**config.mk**
```make
export PLATFORM = sky130hd
export DESIGN_NAME = wsus_fifo
export DESIGN_NICKNAME = d
export VERILOG_FILES = /design/src/wsus_fifo.sv
export SDC_FILE = /design/constraint.sdc
export NUM_CORES = 1
export LEC_CHECK = 0
export BUFFER_PORTS_ARGS = -buffer_cell sky130_fd_sc_hd__clkbuf_2
export CORE_MARGIN = 4
export CORE_UTILIZATION = 55
export DETAILED_ROUTE_END_ITERATION = 16
export GPL_TIMING_DRIVEN = 1
export HOLD_SLACK_MARGIN = 0.05
export PLACE_DENSITY_LB_ADDON = 0.15
export SYNTH_ARGS = -nofsm -noshare
export SYNTH_HDL_FRONTEND = slang
export SYNTH_SLANG_ARGS = --single-unit
```
**constraint.sdc**
```tcl
create_clock -name i_clk -period 2.73 [get_ports i_clk]
set_input_delay 0 -clock i_clk [delete_from_list [all_inputs] [get_ports i_clk]]
set_output_delay 0 -clock i_clk [all_outputs]
set_load 0.02 [all_outputs]
```
**src/wsus_fifo.sv**
```systemverilog
// Small register queue with fill count, used between front and back and at the output.
// Depends on nothing but its parameters.
`default_nettype none

module wsus_fifo #(
    parameter int WIDTH = 8,
    parameter int DEPTH = 4
) (
    input  wire logic             i_clk,
    input  wire logic             i_rst_n,
    input  wire logic             i_push,
    output logic                  o_full,
    input  wire logic [WIDTH-1:0] i_data,
    input  wire logic             i_pop,
    output logic                  o_empty,
    output logic [WIDTH-1:0]      o_data
);

    localparam int AW = (DEPTH > 1) ? $clog2(DEPTH) : 1;
    localparam int CW = $clog2(DEPTH + 1);

    logic [WIDTH-1:0] r_mem [DEPTH];
    logic [AW-1:0]    r_wr;
    logic [AW-1:0]    r_rd;
    logic [CW-1:0]    r_count;
    logic             wr_en;
    logic             rd_en;

    assign o_full  = (r_count == CW'(DEPTH));
    assign o_empty = (r_count == '0);
    assign o_data  = r_mem[r_rd];
    assign wr_en   = i_push && !o_full;
    assign rd_en   = i_pop && !o_empty;

    // advance pointers and count
    always_ff @(posedge i_clk) begin
        if (!i_rst_n) begin
            r_wr    <= '0;
            r_rd    <= '0;
            r_count <= '0;
        end else begin
            if (wr_en) begin
                r_wr <= (r_wr == AW'(DEPTH - 1)) ? '0 : r_wr + AW'(1);
            end
            if (rd_en) begin
                r_rd <= (r_rd == AW'(DEPTH - 1)) ? '0 : r_rd + AW'(1);
            end
            if (wr_en && !rd_en) begin
                r_count <= r_count + CW'(1);
            end else if (rd_en && !wr_en) begin
                r_count <= r_count - CW'(1);
            end
        end
    end

    // store entries
    always_ff @(posedge i_clk) begin
        if (wr_en) begin
            r_mem[r_wr] <= i_data;
        end
    end

`ifndef SYNTHESIS
    a_count_bound: assert property (@(posedge i_clk) disable iff (!i_rst_n)
        r_count <= CW'(DEPTH))
        else $error("fifo count beyond depth");
    a_pop_drains: assert property (@(posedge i_clk) disable iff (!i_rst_n)
        rd_en && !wr_en |=> r_count == $past(r_count) - CW'(1))
        else $error("fifo pop did not drain an entry");
    a_head_holds: assert property (@(posedge i_clk) disable iff (!i_rst_n)
        !o_empty && !i_pop |=> $stable(o_data))
        else $error("fifo head changed while waiting");
`endif

endmodule

`default_nettype wire

```
---- Word level (Yosys, flattened, before mapping) ----
Memories as Yosys holds them, arrays and structs flattened. A register that Yosys moved wholly into a read port is not among the register bits.
Cells that the tools add are included.
word-level totals
  register bits after elaboration ......... 7
  output and inout port bits .............. 10
  memories ................................ 1
  input port bits ......................... 12
  bits in writable memories ............... 32
memory list
  memory  depth  bits a word  rd ports  clocked after Yosys merged registers in  write ports  line  RTL
  r_mem   4      8            1         1                                        1            22    logic [WIDTH-1:0] r_mem [DEPTH];
cells by class
  add/sub/neg operators ................... 4
  eq/ne operators ......................... 3
  mux-type cells .......................... 8
  reduce and logical (&&, ||, !) cells .... 10
operators with widths
  operator             number
  $mux 2               4
  $mux 3               2
  $add 2x1->2 const B  2
  $eq 2x2->1 const B   2
  $logic_and 1x1->1    4
  $logic_not 1->1      4
  $add 3x1->3 const B  1
  $eq 3x3->1 const B   1
  $logic_not 3->1      1
  $sub 3x1->3 const B  1
  $mux 1               2
  $reduce_bool 2->1    1

---- Depth between registers and ports, before layout ----
Gate-level depths: netlist of run 1.
  depth after elaboration ................. 7
  mapped depth ............................ 9
  depth with buffers taken out ............ 8

---- Least setup slack after synthesis of run 1 ----
OpenSTA, ideal clock, no wires.
  kind .................................... reg-to-reg
  start point ............................. reg r_count[0]
  end point ............................... reg r_count[2]
  data arrival time ....................... 2.017 ns
  buffers on the path ..................... 0
  slack ................................... 0.637 ns
  data required time ...................... 2.654 ns
  cell stages (with the launch flop) ...... 8
  clock period less this slack ............ 2.093 ns
  path through ............................ dfxtp_1 o31ai_1 ha_1 inv_1 fa_1 xor2_1 or3_1 a21boi_0
on the way
  longest elaborated chain between the ends .. 6
RTL lines
  item                                                                 line  RTL
  start, declared                                                      25    logic [CW-1:0] r_count;
  start signal, assigned                                               49    r_count <= r_count + CW'(1);
  start signal, assigned                                               51    r_count <= r_count - CW'(1);
  parallel branches: the longest is 6 deep, another holds $sub 3x1->3  --
Parallel ways; which one is timed is not known. The select of a mux whose other input is x is not followed.
A chain may end at the register's enable or synchronous reset.

---- Worst setup path in the final report of run 1 ----
Same ends and word-level chain as after synthesis.

==> metrics.txt, run 1 <==
run status=finished, final reports clean; average via count per standard cell=5.38; final cycle utilization of the critical path=85.2%; PwrDens=872 nW/um2; final wirelength=2.45 mm; setup repair after global routing missed its margin=no; post-synth cell types=23; netlist area before placement=1630 um2; mean cell area of the mapped netlist=17.5 um2; Req. time, crit path=3.00 ns; post-synthesis cell type with the largest combined area=edfxtp_1; share of final-layout standard cells stronger than drive strength 1=28.9%; routed via count=856; Hold WC Path Type=in2reg; clock edge transition at the registers on the reported setup and hold paths=0.11 ns; YS warnings=0; number of design rule violations left after detail routing=0; routability cong.=0.705; power spent charging and discharging nets=0.501 mW; clk sink count=41; number of max-cap violations=0; element type at the critical path start=register; static leakage power=0.718 nW; time the worst path needs with I/O delays and setup=2.33 ns; chip height=62.4 um; effective utilization at floorplan=58.1%; cts bufs inserted=5; cell at the root of the clock tree=clkbuf_4; DIE WIDTH=62.4 um; instance count of the mapped netlist=93; Std-Cell Rows=19; estimated wirelength of the detail-placed design=1.68 mm; slew at the pin with the worst max-slew slack=0.557 ns; GRT overflow=0; switching portion of total power=29.8%; CTS Buffer Depth=2; clock group share of total power=22.1%; main area contributors after synthesis=edfxtp_1 59%, dfxtp_1 11%, mux4_2 11%; Total Neg Setup Slack=0 ns; top-count cell post-synth=edfxtp_1; crit-path max FO=5; core area=2810 um2; number of synthesized flops with an enable pin=32; ys flop type=edfxtp_1; sequential fraction of design power=50.4%; number of failing setup endpoints in the final timing report=0; CTS tree=yes; type of destination of the critical path=register; fraction of post-synthesis cell area in the top cell type by area=58.9%; Seq cells post-synth=41; NumNets Final=146; floorplan die area=3900 um2; vias in the first global route=894; max-slew violations=0; iteration count of the initial detailed-routing pass=4; number of nets in the synthesized netlist=112; total routing resource utilization after global routing=14.3%; Relative slew margins=62.6%; clock skew=0.0138 ns; maximum achievable frequency=0.430 GHz; count of antenna-violating nets left after detailed routing=0; worst hold margin=0.106 ns; Ant. Diodes=0; number of hold violations in the final report=0; number of top-level design ports=22; combinational share of power=27.5%; wire length per cell after detailed routing=15.4 um; data arrival at the endpoint of the critical path=2.60 ns; fraction of the yosys area taken by sequential cells=70.0%; proportion of synthesized flip-flops having asynchronous set or reset=0%; number of fill cells=209; port buffer count=21; cell-internal power=1.18 mW; growth of design area from synthesis to finish=18.3%; start-to-end type of the worst setup path=reg2reg; initial antenna violation count=0; number of gates given a new drive strength after cts=0; worst vdd ir=549 uV; first-pass GRT wire length=4.13 mm; DRC violation total after the first TritonRoute iteration=21; maximum level of the CTS H-tree=2; clock insertion delay at the later pin of the skew report=0.34 ns; top cells by count, synth=32 x edfxtp_1, 9 x dfxtp_1, 8 x mux4_2; maximum number of pins on one net before global-route repair=13; reg2reg setup slack=0.40 ns
-- layout by cell type, fill, tap and decap left out, drive strengths merged, types with 2 or more instances in the layout --
cell type     n
and2          5
edfxtp       32
clkbuf       27
o21ai         3
dlygate4sd3   9
ha            6
nand3         2
nor2b         2
mux2i         3
nor2          2
mux4          8
dfxtp         9
nand2         6
inv           3
-- power groups by stage --
stage	sequential (mW)	clock [mW]	combinational (mW)
floorplan	0.818	0	0.370
global placement	0.860	0	0.444
detailed placement	0.865	0	0.459
CTS	0.852	0.381	0.471
global route	0.866	0.410	0.508
finish	0.848	0.371	0.462
-- area by class of cell --
class	count	area (um2)	share of cell area (%)
Sequential cell	41	1140	59.1
Multi-Input combinational cell	45	460	23.9
Timing Repair Buffer	31	203	10.5
Clock buffer	6	41.3	2.14
Tap cell	31	38.8	2.01
Clock inverter	2	33.8	1.75
Inverter	3	11.3	0.584
-- state kept, by name, summed over array words and instances, names as in the netlist, named ones only --
| register | flops |
|---|---|
| r_count | 3 |
| r_mem | 32 |
| r_rd | 2 |
| r_wr | 2 |
-- stage by stage --
step | cells | power [mW] | instance area, um2 | util, % | setup slack, ns
floorplan | 93 | 1.19 | 1630 | - | 0.637
global placement | 142 | 1.30 | 1760 | 62.9 | 0.552
detailed placement | 142 | 1.32 | 1760 | 62.9 | 0.401
CTS | 159 | 1.70 | 1930 | 68.8 | 0.400
global route | 159 | 1.78 | 1930 | 68.8 | 0.267
finish | 159 | 1.68 | 1930 | 68.8 | 0.403
-- worst paths after layout --
| path | startpoint | end | cells after the start |
|---|---|---|---|
| setup / recovery | r_count[0] | r_count[2] | 7 |
| hold / removal | i_pop | register | 3 |
| setup reg to reg | r_count[0] | r_count[2] | 7 |
| hold reg to reg | r_wr[1] | r_wr[1] | 2 |
-- cells by family after synthesis --
group,Yosys count,synth area share (%)
AOI/OAI and AO/OA,5,1.84
xor gates and xnor gates,2,1.07
adders and majority gates,7,5.83
buffers and inverters,7,1.76
DFF,41,70.0
muxes,11,12.9
and+or+nand+nor,20,6.60
-- worst max-delay path: stages, from the launching register on --
cell,delay [ns]
dfxtp_1,0.39
o31ai_1,0.53
ha_1,0.30
inv_1,0.06
fa_1,0.38
xor2_1,0.16
or3_1,0.30
a21boi_0,0.15
-- per-layer routing --
layer  vias up  global-route usage, %  routed length [um]
li1        416                      -                   -
met1       413                   16.6                1060
met2        22                   23.6                1200
met3         5                   5.58                 142
met4         0                   5.79                  46
met5         -                      0                   0
-- what timing repair did --
action | CTS | global route
hold buffers | 9 | 0
hold endpoints to repair | 37 | 0
buffers inserted | 0 | 0
setup endpoints to repair | 0 | 0
No activity file was read; power rests on OpenSTA's default activity.
==> run 2, diff against run 1 <==
- CELL_PAD_IN_SITES_DETAIL_PLACEMENT: unset -> 1
- CELL_PAD_IN_SITES_GLOBAL_PLACEMENT: unset -> 2
- CORE_UTILIZATION: 55 -> 41
==> metrics.txt, run 2 (same netlist as run 1, synthesis figures left out) <==
total routing resource utilization after global routing=11.9%; CP Launch Point=r_count[0]; routability cong.=0.690; core area=3740 um2; crit-path max FO=5; clk sink count=41; first-pass GRT wire length=4.42 mm; number of flip-flops under the largest register name=32; clock edge transition at the registers on the reported setup and hold paths=0.07 ns; reg2reg setup slack=0.33 ns; largest register by flop count=r_mem; effective utilization at floorplan=43.5%; setup repair after global routing missed its margin=no; share of final-layout standard cells stronger than drive strength 1=29.9%; average via count per standard cell=4.83; clock skew=0.00640 ns; vias in the first global route=923; CTS Hold Buffers Added=8; CTS tree=yes; initial antenna violation count=0; number of gates given a new drive strength after cts=0; Req. time, crit path=2.93 ns; number of hold violations in the final report=0; maximum number of pins on one net before global-route repair=14; number of max-cap violations=0; number of setup buffers added after CTS=0; most used cells in the layout excluding fill and tap cells=32 x edfxtp_1, 21 x clkbuf_2, 9 x dfxtp_1; final wirelength=2.64 mm; endpoint of the worst register-to-register path=r_count[2]; final std cells w/o fill=175; number of failing setup endpoints in the final timing report=0; chip height=71.1 um; PwrDens=897 nW/um2; static leakage power=0.729 nW; cell at the root of the clock tree=clkbuf_8; maximum level of the CTS H-tree=2; data arrival at the endpoint of the critical path=2.61 ns; number of design rule violations left after detail routing=0; number of top-level design ports=22; worst hold margin=0.105 ns; floorplan die area=5050 um2; max-slew violations=0; clock insertion delay at the later pin of the skew report=0.28 ns; run status=finished, final reports clean; final cycle utilization of the critical path=88.1%; time the worst path needs with I/O delays and setup=2.40 ns; maximum achievable frequency=0.416 GHz; crit path to=r_count[2]; Relative slew margins=59.5%; start-to-end type of the worst setup path=reg2reg; growth of design area from synthesis to finish=21.0%; CTS Buffer Depth=2; slew at the pin with the worst max-slew slack=0.602 ns; type of destination of the critical path=register; worst min-delay path startpoint=i_rst_n; GRT overflow=0; estimated wirelength of the detail-placed design=1.93 mm; NumNets Final=145; wire length per cell after detailed routing=15.1 um; iteration count of the initial detailed-routing pass=4; cts bufs inserted=5; R2R depth=7; number of cells in the design after placement=159; biggest regs=r_mem (32), r_count (3); DRC violation total after the first TritonRoute iteration=24; count of antenna-violating nets left after detailed routing=0; worst vdd ir=315 uV; Ant. Diodes=0; most common library cell in the layout ignoring fill and taps=edfxtp_1; element type at the critical path start=register; Hold WC Path Type=in2reg; DIE WIDTH=71.1 um; Std-Cell Rows=22; RR Startpoint=r_count[0]; routed via count=846; Total Neg Setup Slack=0 ns; port buffer count=21
[run 2: cell count changes in the layout (fill, tap and decap cells not counted), sizes merged]
cell	delta
dlygate4sd3	-1
[run 2: report_power, final]
part	total, mW	switching, mW	internal, mW
logic	0.467	0.245	0.222
clock network	0.452	0.181	0.271
registers	0.851	0.0826	0.768
[run 2: worst min path at each step]
stage                        to  slack, ns  depth (start not counted)
detailed placement  r_mem[1][1]       0.22                          1
global placement    r_mem[3][4]       0.22                          1
floorplan           r_mem[0][0]        0.1                          0
finish                  r_wr[0]       0.11                          3
global route            r_wr[0]       0.12                          3
CTS                     r_wr[0]       0.10                          3
[run 2: per-layer routing]
metal	up-vias	GRT usage, %	wire length (um)
met4	0	4.18	14
met1	417	14.4	1070
met3	2	4.26	94
met5	-	0	0
li1	414	-	-
met2	13	19.6	1470
[run 2: worst max-delay path, cell delays in order, from the launching register on]
cell      delay [ns]
dfxtp_1         0.37
o31ai_1         0.56
ha_1            0.31
inv_1           0.07
fa_1            0.38
xor2_1          0.17
or3_1           0.30
a21boi_0        0.16
[run 2: area by class of cell]
cell class	instances	area, um2
Timing Repair Buffer	30	193
Fill cell	382	1770
Tap cell	48	60.1
Clock inverter	2	35.0
Clock buffer	6	72.6
Multi-Input combinational cell	45	460
Sequential cell	41	1140
Inverter	3	11.3
[run 2: metrics by stage]
step                cell area (um2)  utilization (%)  total power, mW  worst slack (ns)
floorplan                      1630                -             1.19             0.637
global placement               1790             47.7             1.32             0.523
detailed placement             1790             47.7             1.34             0.263
CTS                            1970             52.7             1.80             0.241
global route                   1970             52.7             1.89            0.0723
finish                         1970             52.7             1.77             0.326
==> run 3, diff against run 2 <==
- CORE_UTILIZATION: 41 -> 46
- CTS_BUF_LIST: unset -> sky130_fd_sc_hd__clkbuf_4 sky130_fd_sc_hd__clkbuf_8
- clock period: 2.73 -> 2.9 ns (I/O delays scaled with it)
==> metrics.txt, run 3 (same netlist as run 1, synthesis figures left out) <==
run status=finished, final reports clean; DIE WIDTH=67.5 um; GRT overflow=0; Util after Layout=56.7%; data arrival at the endpoint of the critical path=2.68 ns; CTS tree=yes; clk sink count=41; clock insertion delay at the later pin of the skew report=0.34 ns; maximum level of the CTS H-tree=2; worst hold margin=0.0864 ns; vias in the first global route=960; number of hold violations in the final report=0; estimated wirelength of the detail-placed design=2.04 mm; most used cells in the layout excluding fill and tap cells=32 x edfxtp_1, 21 x clkbuf_2, 9 x dfxtp_1, 9 x dlygate4sd3_1, 8 x mux4_2; effective utilization at floorplan=48.1%; first-pass GRT wire length=4.63 mm; wire length per cell after detailed routing=16.9 um; slew at the pin with the worst max-slew slack=0.558 ns; cell at the root of the clock tree=clkbuf_4; clock skew=0.00678 ns; NumNets Final=145; worst hold path endpoint=r_rd[1]; number of top-level design ports=22; post-route cell area=1920 um2; DRC violation total after the first TritonRoute iteration=35; number of failing setup endpoints in the final timing report=0; R2R depth=8; routability cong.=0.743; RR Startpoint=r_count[0]; static leakage power=0.707 nW; start-to-end type of the worst setup path=reg2reg; average via count per standard cell=4.92; crit-path max FO=7; initial antenna violation count=0; CTS Buffer Depth=2; time the worst path needs with I/O delays and setup=2.42 ns; most common library cell in the layout ignoring fill and taps=edfxtp_1; Ant. Diodes=0; crit path cell chain=nor3b_2 > nor2b_1 > ha_1 > inv_1 > fa_1 > xor2_1 > or3_1 > a21boi_0; Max stage delay cell, worst path=dfxtp_1; growth of design area from synthesis to finish=17.9%; PwrDens=790 nW/um2; share of final-layout standard cells stronger than drive strength 1=29.1%; iteration count of the initial detailed-routing pass=2; element type at the critical path start=register; instance count along the most critical hold path=3; Total Neg Setup Slack=0 ns; Std-Cell Rows=21; endpoint of the worst register-to-register path=r_count[2]; worst min-delay path startpoint=i_pop; setup repair after global routing missed its margin=no; cts bufs inserted=5; count of antenna-violating nets left after detailed routing=0; largest register by flop count=r_mem; biggest regs=r_mem (32), r_count (3); maximum number of pins on one net before global-route repair=13; clock edge transition at the registers on the reported setup and hold paths=0.10 ns; number of flip-flops under the largest register name=32; final wirelength=2.93 mm; chip height=67.5 um; number of design rule violations left after detail routing=0; post-detailed-placement cell area=1780 um2; Hold WC Path Type=in2reg; port buffer count=21; number of fill cells=327; max-slew violations=0; number of max-cap violations=0; core area=3390 um2; Max stage delay on crit path=0.46 ns; type of destination of the critical path=register; total routing resource utilization after global routing=15.1%; routed via count=851; floorplan die area=4560 um2; Power Total=1.52 mW; reg2reg setup slack=0.48 ns; number of setup buffers added after CTS=0; worst vdd ir=372 uV; maximum achievable frequency=0.414 GHz; Relative slew margins=62.7%; final cycle utilization of the critical path=83.3%; Req. time, crit path=3.17 ns
==> run 3: worst max-delay path by stage <==
stage	startpoint	endpoint	slack [ns]	cells past startpoint
6_report	r_count[0]	r_count[2]	0.48	8
3_3_place_gp	r_count[0]	r_count[2]	0.67	8
4_1_cts	r_count[0]	r_count[2]	0.46	8
5_1_grt	r_count[0]	r_count[2]	0.28	8
3_5_place_dp	r_count[0]	r_count[2]	0.54	8
2_1_floorplan	r_count[0]	r_count[2]	0.81	7
==> run 3: metal layers <==
layer  vias to the layer above  track usage [%]  part of all wire, %
li1                        413                -                    -
met2                        16             27.3                   55
met4                         0             8.35                  1.8
met3                         5             3.99                  3.0
met1                       417             15.5                   40
met5                         -                0                    0
==> run 3: critical path: cells and delay by family (launching register included) <==
family                     cells  cell delay [ns]
AOI/OAI and AO/OA              1             0.15
DFF                            1             0.46
and+or+nand+nor                3             0.80
adders and majority gates      2             0.68
buffers and inverters          1             0.07
xor gates and xnor gates       1             0.18
==> run 3: report_power, final <==
| group | switching (mW) | internal, mW | leakage (nW) |
|---|---|---|---|
| Clock | 0.163 | 0.112 | 0.0338 |
| Combinational | 0.232 | 0.208 | 0.306 |
| Sequential | 0.0817 | 0.723 | 0.367 |
| Total | 0.477 | 1.04 | 0.707 |
==> run 3: metrics by stage <==
step	worst slack, ns	std cells
global placement	0.670	156
detailed placement	0.544	156
finish	0.485	173
CTS	0.456	173
global route	0.278	173
floorplan	0.807	93
==> run 3: what timing repair did <==
action                                  4_1_cts  5_1_grt
hold buffers                                  9        0
hold endpoints to repair                     37        0
endpoints found under the setup margin        0        0
gates resized for setup                       0        0
==> run 3: final cells by class <==
cell class / instances / area, um2 / area share (%)
clock buffer: 7 / 52.6 / 2.73
clock inverter: 1 / 3.75 / 0.195
inverter: 3 / 11.3 / 0.586
multi-input combinational: 45 / 460 / 24.0
sequential: 41 / 1140 / 59.4
tap: 46 / 57.6 / 2.99
timing repair buffer: 30 / 195 / 10.2
