<file path="config.mk">
export PLATFORM = sky130hd
export DESIGN_NAME = wsus_front
export DESIGN_NICKNAME = d
export VERILOG_FILES = /design/src/wsus_pkg.sv /design/src/wsus_front.sv
export SDC_FILE = /design/constraint.sdc
export NUM_CORES = 1
export LEC_CHECK = 0
export ABC_CLOCK_PERIOD_IN_PS = 3000
export BUFFER_PORTS_ARGS = -buffer_cell sky130_fd_sc_hd__buf_2
export CAP_MARGIN = 10
export CORE_MARGIN = 2
export CORE_UTILIZATION = 45
export CTS_CLUSTER_DIAMETER = 30
export DETAILED_ROUTE_END_ITERATION = 16
export HOLD_SLACK_MARGIN = 0.08
export PLACE_DENSITY = 0.67
export SYNTH_ARGS = -nofsm -noshare
export SYNTH_HDL_FRONTEND = slang
export SYNTH_SLANG_ARGS = --single-unit
</file>
<file path="constraint.sdc">
create_clock -name i_clk -period 3 [get_ports i_clk]
set_input_delay 0.3 -clock i_clk [delete_from_list [all_inputs] [get_ports i_clk]]
set_output_delay 0.3 -clock i_clk [all_outputs]
set_load 0.02 [all_outputs]
</file>
<file path="src/wsus_pkg.sv">
// Shared types, constants and helper functions of the waveform sample unpack/scale block.
// No dependencies; every other file but wsus_fifo imports this package.
`default_nettype none

package wsus_pkg;

    localparam int MAX_SAMPLE_BYTES     = 8;
    localparam int MAX_INT_SAMPLE_BYTES = 8;
    localparam int FLOAT_SAMPLE_BYTES   = 4;
    localparam int MID_DEPTH            = 4;
    localparam int OUT_DEPTH            = 2;

    localparam logic [31:0] CANON_NAN  = 32'h7FC0_0000;
    localparam logic [31:0] ONE_FLOAT  = 32'h3F80_0000;

    // configuration register indexes
    typedef enum logic [2:0] {
        REG_BYTES_PER_SAMPLE = 3'd0,
        REG_MSB_FIRST        = 3'd1,
        REG_SAMPLE_FORMAT    = 3'd2,
        REG_Y_OFFSET         = 3'd3,
        REG_Y_MULTIPLIER     = 3'd4,
        REG_Y_ZERO           = 3'd5
    } t_cfg_idx;

    // sample format codes; bit 1 selects float
    typedef enum logic [1:0] {
        FMT_SIGNED   = 2'd0,
        FMT_UNSIGNED = 2'd1,
        FMT_FLOAT    = 2'd2,
        FMT_FLOAT_X  = 2'd3
    } t_fmt;

    // one completed raw sample handed from the front to the back
    typedef struct packed {
        logic [63:0] raw;
        logic [3:0]  nbytes;
        logic [1:0]  fmt;
    } t_sample;

    // count leading zeros of a 64-bit word, 64 for zero
    function automatic logic [6:0] lzc64(input logic [63:0] x);
        logic [6:0] n;
        logic       found;
        n     = 7'd64;
        found = 1'b0;
        for (int i = 63; i >= 0; i--) begin
            if (!found && x[i]) begin
                n     = 7'(63 - i);
                found = 1'b1;
            end
        end
        return n;
    endfunction

    function automatic logic is_nan(input logic [31:0] f);
        return (f[30:23] == 8'hFF) && (f[22:0] != 23'd0);
    endfunction

    function automatic logic is_inf(input logic [31:0] f);
        return (f[30:23] == 8'hFF) && (f[22:0] == 23'd0);
    endfunction

endpackage

`default_nettype wire

</file>
<file path="src/wsus_front.sv">
// Front end: gathers bytes into a raw sample and hands completed samples to the queue.
// Depends on wsus_pkg.
`default_nettype none

module wsus_front
    import wsus_pkg::*;
#(
    parameter int MAX_BYTES = MAX_SAMPLE_BYTES
) (
    input  wire logic       i_clk,
    input  wire logic       i_rst_n,
    input  wire logic       i_push,
    input  wire logic [7:0] i_data_byte,
    input  wire logic       i_q_full,
    input  wire logic [3:0] i_bytes_per_sample,
    input  wire logic       i_msb_first,
    input  wire logic [1:0] i_sample_format,
    output logic            o_q_push,
    output t_sample         o_sample
);

    localparam int GB = (MAX_BYTES > FLOAT_SAMPLE_BYTES) ? MAX_BYTES : FLOAT_SAMPLE_BYTES;
    localparam int GW = 8 * GB;
    localparam int CW = $clog2(GB);

    logic [GW-1:0] r_bits;
    logic [CW-1:0] r_cnt;
    logic [GW-1:0] n_bits;
    logic [CW:0]   cnt1;
    logic [3:0]    len;
    logic          done;
    logic          accept;

    // sample length in bytes
    always_comb begin
        if (i_sample_format[1]) begin
            len = 4'(FLOAT_SAMPLE_BYTES);
        end else if (i_bytes_per_sample == 4'd0) begin
            len = 4'd1;
        end else if (i_bytes_per_sample > 4'(MAX_BYTES)) begin
            len = 4'(MAX_BYTES);
        end else begin
            len = i_bytes_per_sample;
        end
    end

    // place the new byte
    always_comb begin
        if (i_msb_first) begin
            n_bits = {r_bits[GW-9:0], i_data_byte};
        end else begin
            n_bits = r_bits | (GW'(i_data_byte) << {r_cnt, 3'b000});
        end
    end

    assign cnt1     = {1'b0, r_cnt} + (CW + 1)'(1);
    assign done     = (5'(cnt1) >= 5'(len));
    assign accept   = i_push && !i_q_full;
    assign o_q_push = accept && done;
    assign o_sample = '{raw: 64'(n_bits), nbytes: len, fmt: i_sample_format};

    // hold partial sample, clear on completion
    always_ff @(posedge i_clk) begin
        if (!i_rst_n) begin
            r_bits <= '0;
            r_cnt  <= '0;
        end else if (accept) begin
            if (done) begin
                r_bits <= '0;
                r_cnt  <= '0;
            end else begin
                r_bits <= n_bits;
                r_cnt  <= CW'(cnt1);
            end
        end
    end

`ifndef SYNTHESIS
    a_restart: assert property (@(posedge i_clk) disable iff (!i_rst_n)
        o_q_push |=> r_cnt == '0 && r_bits == '0)
        else $error("gather state not cleared after sample");
`endif

endmodule

`default_nettype wire

</file>
After elaboration in Yosys (flattened, before gate mapping)
Index checks and enable logic that the tools add are counted.
{"block": "classes", "add_sub_neg": 1, "multipliers": 0, "div_mod_pow": 0, "order_cmp": 2, "eq_ne": 0, "shift": 1, "muxes": 6, "bitwise": 1, "n_reduce_logical": 4}
{"op": "64-bit 2-to-1 mux", "n": 2}
{"op": "64-bit bitwise OR", "n": 1}
{"op": "8-bit by 6-bit << shifter with 64-bit output", "n": 1}
{"op": "4-bit 2-to-1 mux", "n": 3}
{"op": "3-bit by 1-bit adder with 4-bit output (second input constant)", "n": 1}
{"op": "4-bit greater-or-equal comparator", "n": 1}
{"op": "4-bit > comparator (second input constant)", "n": 1}
{"op": "4-bit zero test", "n": 1}
{"op": "3-bit 2-to-1 mux", "n": 1}
{"op": "1-bit logical AND", "n": 2}
{"op": "1-bit zero test", "n": 1}
{"block": "word_totals", "ff_bits": 67, "latch_bits": 0, "ramBits": 0, "rom_bits": 0, "in_bits": 19, "output_inout_bits": 71, "elab_cells": 17, "mem_count": 0}

Longest topological paths before layout
Gate-level depths: netlist of the first run.
{"block": "logic_depth", "ltp_word": 6, "depth_mapped": 10, "ltp_nobuf": 7}

Worst setup path before layout of the first run
OpenSTA, ideal clock, no wires.
{"block": "synth_timing", "kind": "reg-to-reg", "startpoint": "register r_cnt[0]", "endpoint": "register r_bits[10]", "setup_ps": 117, "t_arrival_ps": 2077, "required_ps": 2883, "path_slack_ps": 807, "path_stages_with_launch": 11, "n_path_buf": 4, "period_less_slack_ps": 2193, "cell_sequence": "dfxtp_1 -> buf_2 -> clkbuf_1 -> and3_1 -> ha_1 -> and4bb_1 -> a22o_1 -> o31a_1 -> buf_6 -> buf_6 -> a22o_1"}
{"block": "synth_via", "elab_chain_len": 4, "elab_cells_between_ends": 6, "cone_classes": "add/sub (1); order compare (1); shift (1); mux (2); bitwise (1)"}
{"element": "start, declared", "line_no": "wsus_front.sv:27", "rtl": "logic [CW-1:0] r_cnt;"}
{"element": "start signal, assigned", "line_no": "wsus_front.sv:73", "rtl": "r_cnt <= CW'(cnt1);"}
{"element": "parallel branches: the longest is 3 deep, another holds 3-bit by 1-bit adder with 4-bit output"}
{"element": "64-bit 2-to-1 mux (*)", "line_no": "wsus_front.sv:68", "rtl": "if (done) begin"}
{"element": "end signal, assigned", "line_no": "wsus_front.sv:72", "rtl": "r_bits <= n_bits;"}
{"element": "end, declared", "line_no": "wsus_front.sv:26", "rtl": "logic [GW-1:0] r_bits;"}
Mark *: on every way between the ends.
A chain may end at the register's enable or synchronous reset.

Worst setup path after layout of the first run
{"block": "layout_timing", "startpoint": "register r_cnt[1]", "endpoint": "register r_bits[28]"}
The elaborated chain is that of the path after synthesis.

==> key figures, run 1 <==
Outcome
  • Status: finished clean

Placed design
  • HPWL after DPL: 6960 um
  • Port buffer count: 87
  • Dpl cells: 594
  • Placer Congestion: 0.784

STA
  • Final clock skew: 5.06 ps
  • Setup tns final: 0 ps
  • Final hold viol count: 0
  • Rel. slew slack: 16.7%
  • RSZ-0062 raised after global routing: no
  • Worst-margin pin slew: 1250 ps
  • Maximum clock rate: 0.361 GHz
  • Slew Limit Fails: 0
  • Setup violators final: 0
  • Post-route clock period utilization: 92.3%
  • Period minus WS final: 2770 ps

Drt
  • Total number of vias: 3731
  • Iteration-0 DRC Markers: 268
  • Detailed Route WL: 11000 um
  • Post-route ant nets: 0
  • Avg WL per Cell: 18.1 um
  • Vias/cell: 6.14
  • DRT Pass-1 Iters: 5
  • DR DRC count: 0

CTS
  • Clk sinks: 67
  • Clock slew at reported path FFs: 70 ps
  • CTS tree: yes
  • Setup Buffers After CTS: 0
  • Clock tree buffer depth: 2
  • Number of CTS-inserted buffers: 9
  • Clk_lat worst skew: 340 ps
  • Clk Tree Root Cell: clkbuf_8
  • Number of H-tree levels: 3
  • Post-CTS Hold Buffers: 0
  • PostCTS Resize Cnt: 0

Floorplanning
  • Die area: 0.00880 mm2
  • # IOs: 90
  • Core area: 0.00777 mm2
  • Row Count: 32
  • Die Width: 93.8 um
  • Initial core utilization: 46.7%
  • DIE HEIGHT: 93.8 um

Power and ir drop
  • Cell Int Power: 0.00137 W
  • Psw: 0.000537 W
  • Combinational group share of total power: 14.1%
  • Flop pwr share: 47.4%
  • Sw Share: 28.1%
  • Power Density: 453 mW/mm2
  • Static leakage power: 1.88 nW
  • Clock Power Share: 38.4%
  • VDD IR-drop max: 0.277 mV

Global route
  • Initial antenna violation count: 0
  • Number of global-route vias before repair: 3238
  • GRT Total Usage: 24.7%
  • Largest net degree at the start of global routing: 113
  • Grt total ovfl: 0
  • First-pass GRT wire length: 17100 um

Synthesis
  • Mux contribution to synthesized area: 0%
  • Count leader, synth: nand2_1
  • Mapped Area: 0.00363 mm2
  • Synth Area in Simple Gates: 14.9%
  • Distinct cell type count after synthesis: 36
  • Xor-xnor portion of the synthesized cell area: 0.241%
  • Mapped Nets: 472
  • Mapped Cells: 448
  • Main synth FF type: dfxtp_1
  • Area leader, netlist: dfxtp_1
  • Seq/Total Area, Yosys: 37.0%
  • Main combinational cell family by area after synthesis: compound AO/OA/AOI/OAI gates
  • Mapped Avg Cell Area: 8.10 um2
  • Compound-gate portion of the synthesized area: 38.1%
  • Yosys reg bits: 67
  • Adder and majority gate portion of the synthesized area: 1.72%
  • Post-synth top area share: 37.0%
  • Synth top cells by count: nand2_1 (80), dfxtp_1 (67), a22o_1 (66)
  • Synthesis Warnings: 0
  • Number of synthesized flops with an enable pin: 0
  • Top cells by area, synth: dfxtp_1 (37%), a22o_1 (16%), nand2_1 (8.3%), o21ai_1 (5.9%), a31oi_1 (4.3%)
  • Async S/R FF share, synth: 0%

Setup path
  • Crit-path cells: ha_1 -> xor2_1 -> ha_1 -> o21ai_1 -> o31a_1 -> a22o_1
  • Reg2reg setup slack: 230 ps
  • CP Max Fanout: 29
  • CP Class: flop to flop
  • Bufs and invs on worst path: 0
  • Worst endpoint required time: 3290 ps
  • Reg2Reg Capture Point: r_bits[28]$_SDFFE_PN0P_
  • Crit path max-delay family: compound AO/OA/AOI/OAI gates
  • WP data arrival: 3060 ps
  • Crit. End Element: flop
  • Critical Path Slowest Stage Cell: o31a_1
  • CP Launch Type: flop
  • Critical Path Max Stage Delay: 1020 ps
  • Reg2reg start: r_cnt[1]$_SDFFE_PN0P_
  • Most Frequent Cell on Critical Path: ha_1
  • Worst reg-to-reg path cell count: 6

Finish
  • Layout cells sized above 1: 23.5%
  • Fill count: 751
  • Antenna Cells: 0
  • Layout area overhead: 16.2%
  • Final Non-Filler Cells: 608
  • Nets: 527

Run
  • Max Cap Viol: 0

Hold path
  • HP Class: input port to flop
  • Min-Delay Endpoint: r_bits[7]$_SDFFE_PN0P_
  • Hold path cells: 2
  • Worst hold start: i_data_byte[7]
-- layer usage --
| layer | GRT usage [%] | wire [um] | share of wire, % | up-vias |
|---|---|---|---|---|
| met3 | 4.90 | 622 | 5.7 | 17 |
| met1 | 34.9 | 5130 | 47 | 1796 |
| met2 | 37.6 | 5030 | 46 | 145 |
| li1 | - | - | - | 1773 |
| met5 | 0 | 0 | 0 | - |
| met4 | 8.45 | 216 | 2.0 | 0 |
-- flip-flops by register name, summed over array words and instances (netlist names) --
register,cells
r_bits,64
r_cnt,3
-- stage by stage --
stage	hold slack [ps]	instance area, um2	power, W	util, %	setup WS [ps]
after floorplan	450	3630	0.00112	-	807
after global placement	463	4040	0.00119	52.0	314
after detailed placement	467	4040	0.00119	52.0	237
after CTS	315	4220	0.00192	54.3	270
after global routing	335	4220	0.00198	54.3	57.4
final	336	4220	0.00191	54.3	231
-- final cells by class --
| cell class | count | area, um2 | area share, % |
|---|---|---|---|
| clock inverter | 3 | 40.0 | 0.949 |
| clock buffer | 11 | 141 | 3.35 |
| sequential | 67 | 1340 | 31.8 |
| tap | 102 | 128 | 3.03 |
| inverter | 6 | 22.5 | 0.534 |
| multi-input combinational | 322 | 2000 | 47.3 |
| timing repair buffer | 97 | 548 | 13.0 |
-- kinds of logic after synthesis --
group / Yosys count
flip-flops: 67
XOR/XNOR: 1
AND/OR/NAND/NOR: 118
AO/OA/AOI/OAI: 198
buffers and inverters: 59
adder cells (fa/ha/maj): 5
-- power groups by stage --
stage | clock (W) | sequential (W) | combinational [W]
finish | 0.000734 | 0.000906 | 0.000269
global route | 0.000788 | 0.000906 | 0.000288
CTS | 0.000748 | 0.000906 | 0.000266
detailed placement | 0 | 0.000926 | 0.000265
global placement | 0 | 0.000925 | 0.000262
floorplan | 0 | 0.000924 | 0.000193
-- worst max-delay path by stage --
stage / startpoint / to / slack (ps) / cells past startpoint
5_1_grt: r_cnt[1]$_SDFFE_PN0P_ / r_bits[22]$_SDFFE_PN0P_ / 60 / 6
2_1_floorplan: r_cnt[0]$_SDFFE_PN0P_ / r_bits[10]$_SDFFE_PN0P_ / 810 / 10
3_5_place_dp: i_sample_format[1] / r_bits[28]$_SDFFE_PN0P_ / 240 / 8
3_3_place_gp: i_sample_format[1] / r_bits[28]$_SDFFE_PN0P_ / 310 / 8
4_1_cts: r_cnt[1]$_SDFFE_PN0P_ / r_bits[28]$_SDFFE_PN0P_ / 270 / 6
6_report: r_cnt[1]$_SDFFE_PN0P_ / r_bits[28]$_SDFFE_PN0P_ / 230 / 6
-- cells in the final DEF, fill, tap and decap left out, types with 5 or more instances in the layout --
cell type / Yosys / layout
nand3_1: 21 / 21
a32o_1: 8 / 8
o21ai_1: 43 / 43
a31oi_1: 25 / 25
buf_2: 17 / 87
buf_4: 9 / 7
nand2_1: 80 / 80
a21oi_1: 23 / 23
a41oi_1: 8 / 8
ha_1: 5 / 5
inv_1: 5 / 5
clkbuf_8: 0 / 10
a22o_1: 66 / 66
o21ai_0: 17 / 17
dfxtp_1: 67 / 67
(Power assumes the default switching activity.)
==> inputs of run 2 (changes only) <==
- SETUP_SLACK_MARGIN: not set -> 0.5
==> key figures, run 2 (synthesis results as in run 1) <==
STA
  • Period minus WS final: 2430 ps
  • Rel. slew slack: 57.6%
  • Worst hold margin: 346 ps
  • Final hold viol count: 0
  • Worst-margin pin slew: 636 ps
  • Setup violators final: 0
  • Slew Limit Fails: 0
  • Maximum clock rate: 0.411 GHz
  • Post-route clock period utilization: 81.1%
  • Final clock skew: 5.68 ps
  • RSZ-0062 raised after global routing: yes
  • Setup tns final: 0 ps

Setup path
  • WP data arrival: 2130 ps
  • CP Max Fanout: 20
  • CP Launch Type: flop
  • Critical Path Slowest Stage Cell: dfxtp_1
  • Crit-path cells: buf_4 -> ha_1 -> nand2b_4 -> a211oi_4 -> nor2_1 -> o21ba_2 -> buf_2
  • Worst endpoint required time: 2700 ps
  • Critical Path Max Stage Delay: 360 ps
  • CP Class: flop to output pin
  • Crit. End Element: output pin

Finish
  • Area of the multi-input gates: 0.00201 mm2
  • Most frequent cells in the layout: buf_2 (87), nand2_1 (80), dfxtp_1 (67)
  • Largest register FFs: 64
  • Commonest non-fill, non-tap cell in the layout: buf_2
  • Final Cell Area: 0.00425 mm2
  • Antenna Cells: 0
  • Layout area overhead: 17.2%
  • Nets: 528
  • FF/Latch Area: 0.00134 mm2
  • Biggest register: r_bits
  • Layout cells sized above 1: 24.5%
  • Fill count: 752
  • Biggest registers after layout: r_bits: 64 flops, r_cnt: 3 flops

Placed design
  • Port buffer count: 87
  • Area after DPL: 0.00404 mm2
  • Placer Congestion: 0.784
  • HPWL after DPL: 6960 um

Drt
  • Detailed Route WL: 11000 um
  • Iteration-0 DRC Markers: 289
  • DR DRC count: 0
  • Post-route ant nets: 0
  • Vias/cell: 6.16
  • Avg WL per Cell: 18.1 um
  • Total number of vias: 3753
  • DRT Pass-1 Iters: 5

Run
  • Max Cap Viol: 0

CTS
  • Number of H-tree levels: 3
  • Clk sinks: 67
  • Clk_lat worst skew: 350 ps
  • Clock slew at reported path FFs: 70 ps
  • Clock tree buffer depth: 2
  • CTS tree: yes
  • Post-CTS Hold Buffers: 0
  • Number of CTS-inserted buffers: 9
  • Clk Tree Root Cell: clkbuf_8

Floorplanning
  • Die Width: 93.8 um
  • DIE HEIGHT: 93.8 um
  • Die area: 0.00880 mm2
  • Core area: 0.00777 mm2
  • Initial core utilization: 46.7%
  • # IOs: 90
  • Row Count: 32

Power and ir drop
  • Static leakage power: 1.88 nW
  • VDD IR-drop max: 0.279 mV
  • Overall Power: 0.00192 W
  • Power Density: 452 mW/mm2

Hold path
  • HP Class: input port to flop

Global route
  • First-pass GRT wire length: 17200 um
  • Largest net degree at the start of global routing: 113
  • Number of global-route vias before repair: 3272
  • Grt total ovfl: 0
  • Initial antenna violation count: 0
  • GRT Total Usage: 24.7%

Outcome
  • Status: finished clean
==> run 2: cell count changes in the layout (fill, tap and decap cells not counted) <==
cell     before  now
nor2b_2       0    2
nor3b_2       2    1
o31a_1        1    0
nor3b_4       0    1
nor2b_1       3    1
o21ai_2       0    1
o21ai_1      43   42
o31a_2        0    1
buf_12        3    4
==> run 2: report_power, final <==
part | internal, W | switching (W)
combinational | 0.0000854 | 0.000192
sequential | 0.000898 | 0.00000749
clock | 0.000395 | 0.000343
==> run 2: area by class of cell <==
type	count	area share (%)
well taps	102	3.00
flip-flops and latches	67	31.5
repair buffers	98	13.4
clock buffers	11	3.32
clock inverters	3	0.941
multi-input cells	322	47.3
inverters	6	0.529
==> run 2: final timing paths <==
path | startpoint | cells past startpoint | slack (ps) | end
setup / recovery | r_cnt[0]$_SDFFE_PN0P_ | 7 | 570 | o_q_push
hold / removal | i_data_byte[7] | 2 | 350 | r_bits[7]$_SDFFE_PN0P_
setup reg to reg | r_cnt[0]$_SDFFE_PN0P_ | 7 | 700 | r_bits[28]$_SDFFE_PN0P_
hold reg to reg | r_bits[62]$_SDFFE_PN0P_ | 1 | 490 | r_bits[62]$_SDFFE_PN0P_
==> run 2: worst max-delay path: cells and delay by family (launching register included) <==
family	cells	cell delay, ps
compound gates	2	510
buf+inv	2	410
flops	1	360
fa+ha+maj	1	270
simple gates	2	230
==> run 2: per-stage QoR <==
stage          instances  setup slack, ps  util, %
5_1_grt              609              482     54.8
3_3_place_gp         594              314     52.0
6_report             609              566     54.8
3_5_place_dp         594              237     52.0
4_1_cts              608              553     54.5
2_1_floorplan        448              807        -
==> run 2: repair_timing <==
item,in CTS,in global routing
setup endpoints to repair,38,5
buffers inserted,0,1
gates resized for setup,4,1
pin swaps,0,1
==> run 2: layer usage <==
metal / wire length [um] / part of all wire (%) / track usage (%) / vias up
met5: 0 / 0 / 0 / -
met4: 218 / 2.0 / 8.57 / 0
met3: 840 / 7.6 / 5.14 / 19
met2: 5060 / 46 / 37.9 / 172
met1: 4880 / 44 / 34.4 / 1782
li1: - / - / - / 1780
==> inputs of run 3 (changes only) <==
- ABC_CLOCK_PERIOD_IN_PS: 3000 -> 2300
- clock period: 3 -> 2.3 ns (I/O delays scaled with it)
==> key figures, run 3 (synthesis results as in run 1) <==
Global route
  • Grt total ovfl: 0
  • Largest net degree at the start of global routing: 85
  • GRT Total Usage: 30.3%
  • Initial antenna violation count: 0
  • Number of global-route vias before repair: 3961
  • First-pass GRT wire length: 20600 um

Floorplanning
  • # IOs: 90
  • Die Width: 93.8 um
  • Core area: 0.00777 mm2
  • Row Count: 32
  • DIE HEIGHT: 93.8 um
  • Die area: 0.00880 mm2
  • Initial core utilization: 46.7%

Drt
  • DR DRC count: 0
  • Highest Signal Layer: met4
  • Detailed Route WL: 14600 um
  • Met3 WL: 1170 um
  • Met2 wire length: 7290 um
  • Vias/cell: 6.29
  • Total number of vias: 4356
  • Avg WL per Cell: 21.1 um
  • Metal-1 WL: 5680 um
  • DRT Pass-1 Iters: 5
  • Iteration-0 DRC Markers: 313
  • Post-route ant nets: 0

Outcome
  • Status: finished clean

Placed design
  • HPWL after DPL: 7010 um
  • Port buffer count: 87
  • Placer Congestion: 0.899

Finish
  • Largest register FFs: 64
  • Most frequent cells in the layout: buf_4 (83), nand2_1 (80), a22o_1 (66)
  • Commonest non-fill, non-tap cell in the layout: buf_4
  • Layout area overhead: 66.4%
  • Biggest registers after layout: r_bits: 64 flops, r_cnt: 3 flops
  • Biggest register: r_bits
  • Nets: 612
  • Antenna Cells: 0
  • Layout cells sized above 1: 47.2%

STA
  • Maximum clock rate: 0.470 GHz
  • Final hold viol count: 0
  • Period minus WS final: 2130 ps
  • Rel. slew slack: 68.2%
  • Setup violators final: 0
  • Slew Limit Fails: 0
  • Setup tns final: 0 ps
  • Post-route clock period utilization: 92.5%
  • Final clock skew: 11.0 ps
  • Worst-margin pin slew: 478 ps
  • Worst hold margin: 310 ps
  • RSZ-0062 raised after global routing: yes

Power and ir drop
  • Power Density: 462 mW/mm2
  • Static leakage power: 2.55 nW
  • VDD IR-drop max: 0.319 mV

Hold path
  • HP Class: input port to flop

CTS
  • CTS tree: yes
  • Clk sinks: 67
  • Number of CTS-inserted buffers: 9
  • Clock slew at reported path FFs: 70 ps
  • Clock tree buffer depth: 2
  • Number of H-tree levels: 3
  • Clk_lat worst skew: 360 ps
  • Clk Tree Root Cell: clkbuf_8
  • Post-CTS Hold Buffers: 0

Setup path
  • Reg2reg setup slack: 180 ps
  • Worst endpoint required time: 2070 ps
  • WP data arrival: 1900 ps
  • Crit. End Element: output pin
  • CP Launch Type: flop
  • CP Class: flop to output pin
  • CP Max Fanout: 4

Run
  • Max Cap Viol: 0
==> run 3: changes by cell type in the layout (fill, tap and decap cells not counted), sizes merged <==
cell	before	now
buf	98	181
clkbuf	11	12
==> run 3: area by class of cell <==
cell class	instances	area, um2
sequential	67	1350
inverter	6	22.5
timing repair buffer	182	1830
clock inverter	3	40.0
multi-input combinational	322	2530
clock buffer	11	141
tap	102	128
fill	487	1730
==> run 3: timing repair <==
item	CTS	global route
pin swaps	65	66
cloned	9	1
buffers inserted	48	22
setup endpoints to repair	131	132
gates resized for setup	160	89
==> run 3: worst paths after layout <==
path	start	endpoint	cells after the start
max	r_cnt[0]$_SDFFE_PN0P_	o_q_push	7
min	i_data_byte[7]	r_bits[7]$_SDFFE_PN0P_	2
max reg2reg	r_cnt[0]$_SDFFE_PN0P_	r_bits[53]$_SDFFE_PN0P_	10
min reg2reg	r_bits[63]$_SDFFE_PN0P_	r_bits[63]$_SDFFE_PN0P_	1
==> run 3: critical path, cell delays in order, from the launching register on <==
cell     delay [ps]
dfxtp_4         390
ha_4            160
xor2_2          200
ha_4            240
o21ai_4         160
nor2_1           60
o21ba_2         210
buf_6           130
==> run 3: per-layer routing <==
| layer | global-route usage (%) | up-vias |
|---|---|---|
| li1 | - | 1963 |
| met1 | 38.2 | 2106 |
| met2 | 51.1 | 245 |
| met3 | 6.02 | 42 |
| met4 | 11.1 | 0 |
| met5 | 0 | - |
==> run 3: power by group <==
| group | switching (W) | internal, W |
|---|---|---|
| Combinational | 0.000351 | 0.000277 |
| Clock | 0.000464 | 0.000515 |
| Sequential | 0.0000133 | 0.00117 |
==> run 3: stage by stage <==
| step | setup WS (ps) | area [um2] | utilization [%] | power, W | instances |
|---|---|---|---|---|---|
| 2_1_floorplan | 342 | 3710 | - | 0.00147 | 448 |
| 3_3_place_gp | 331 | 4110 | 53.0 | 0.00157 | 599 |
| 3_5_place_dp | 268 | 4110 | 53.0 | 0.00157 | 599 |
| 4_1_cts | 202 | 5390 | 69.3 | 0.00268 | 670 |
| 5_1_grt | 82.8 | 6040 | 77.7 | 0.00288 | 693 |
| 6_report | 173 | 6040 | 77.7 | 0.00279 | 693 |
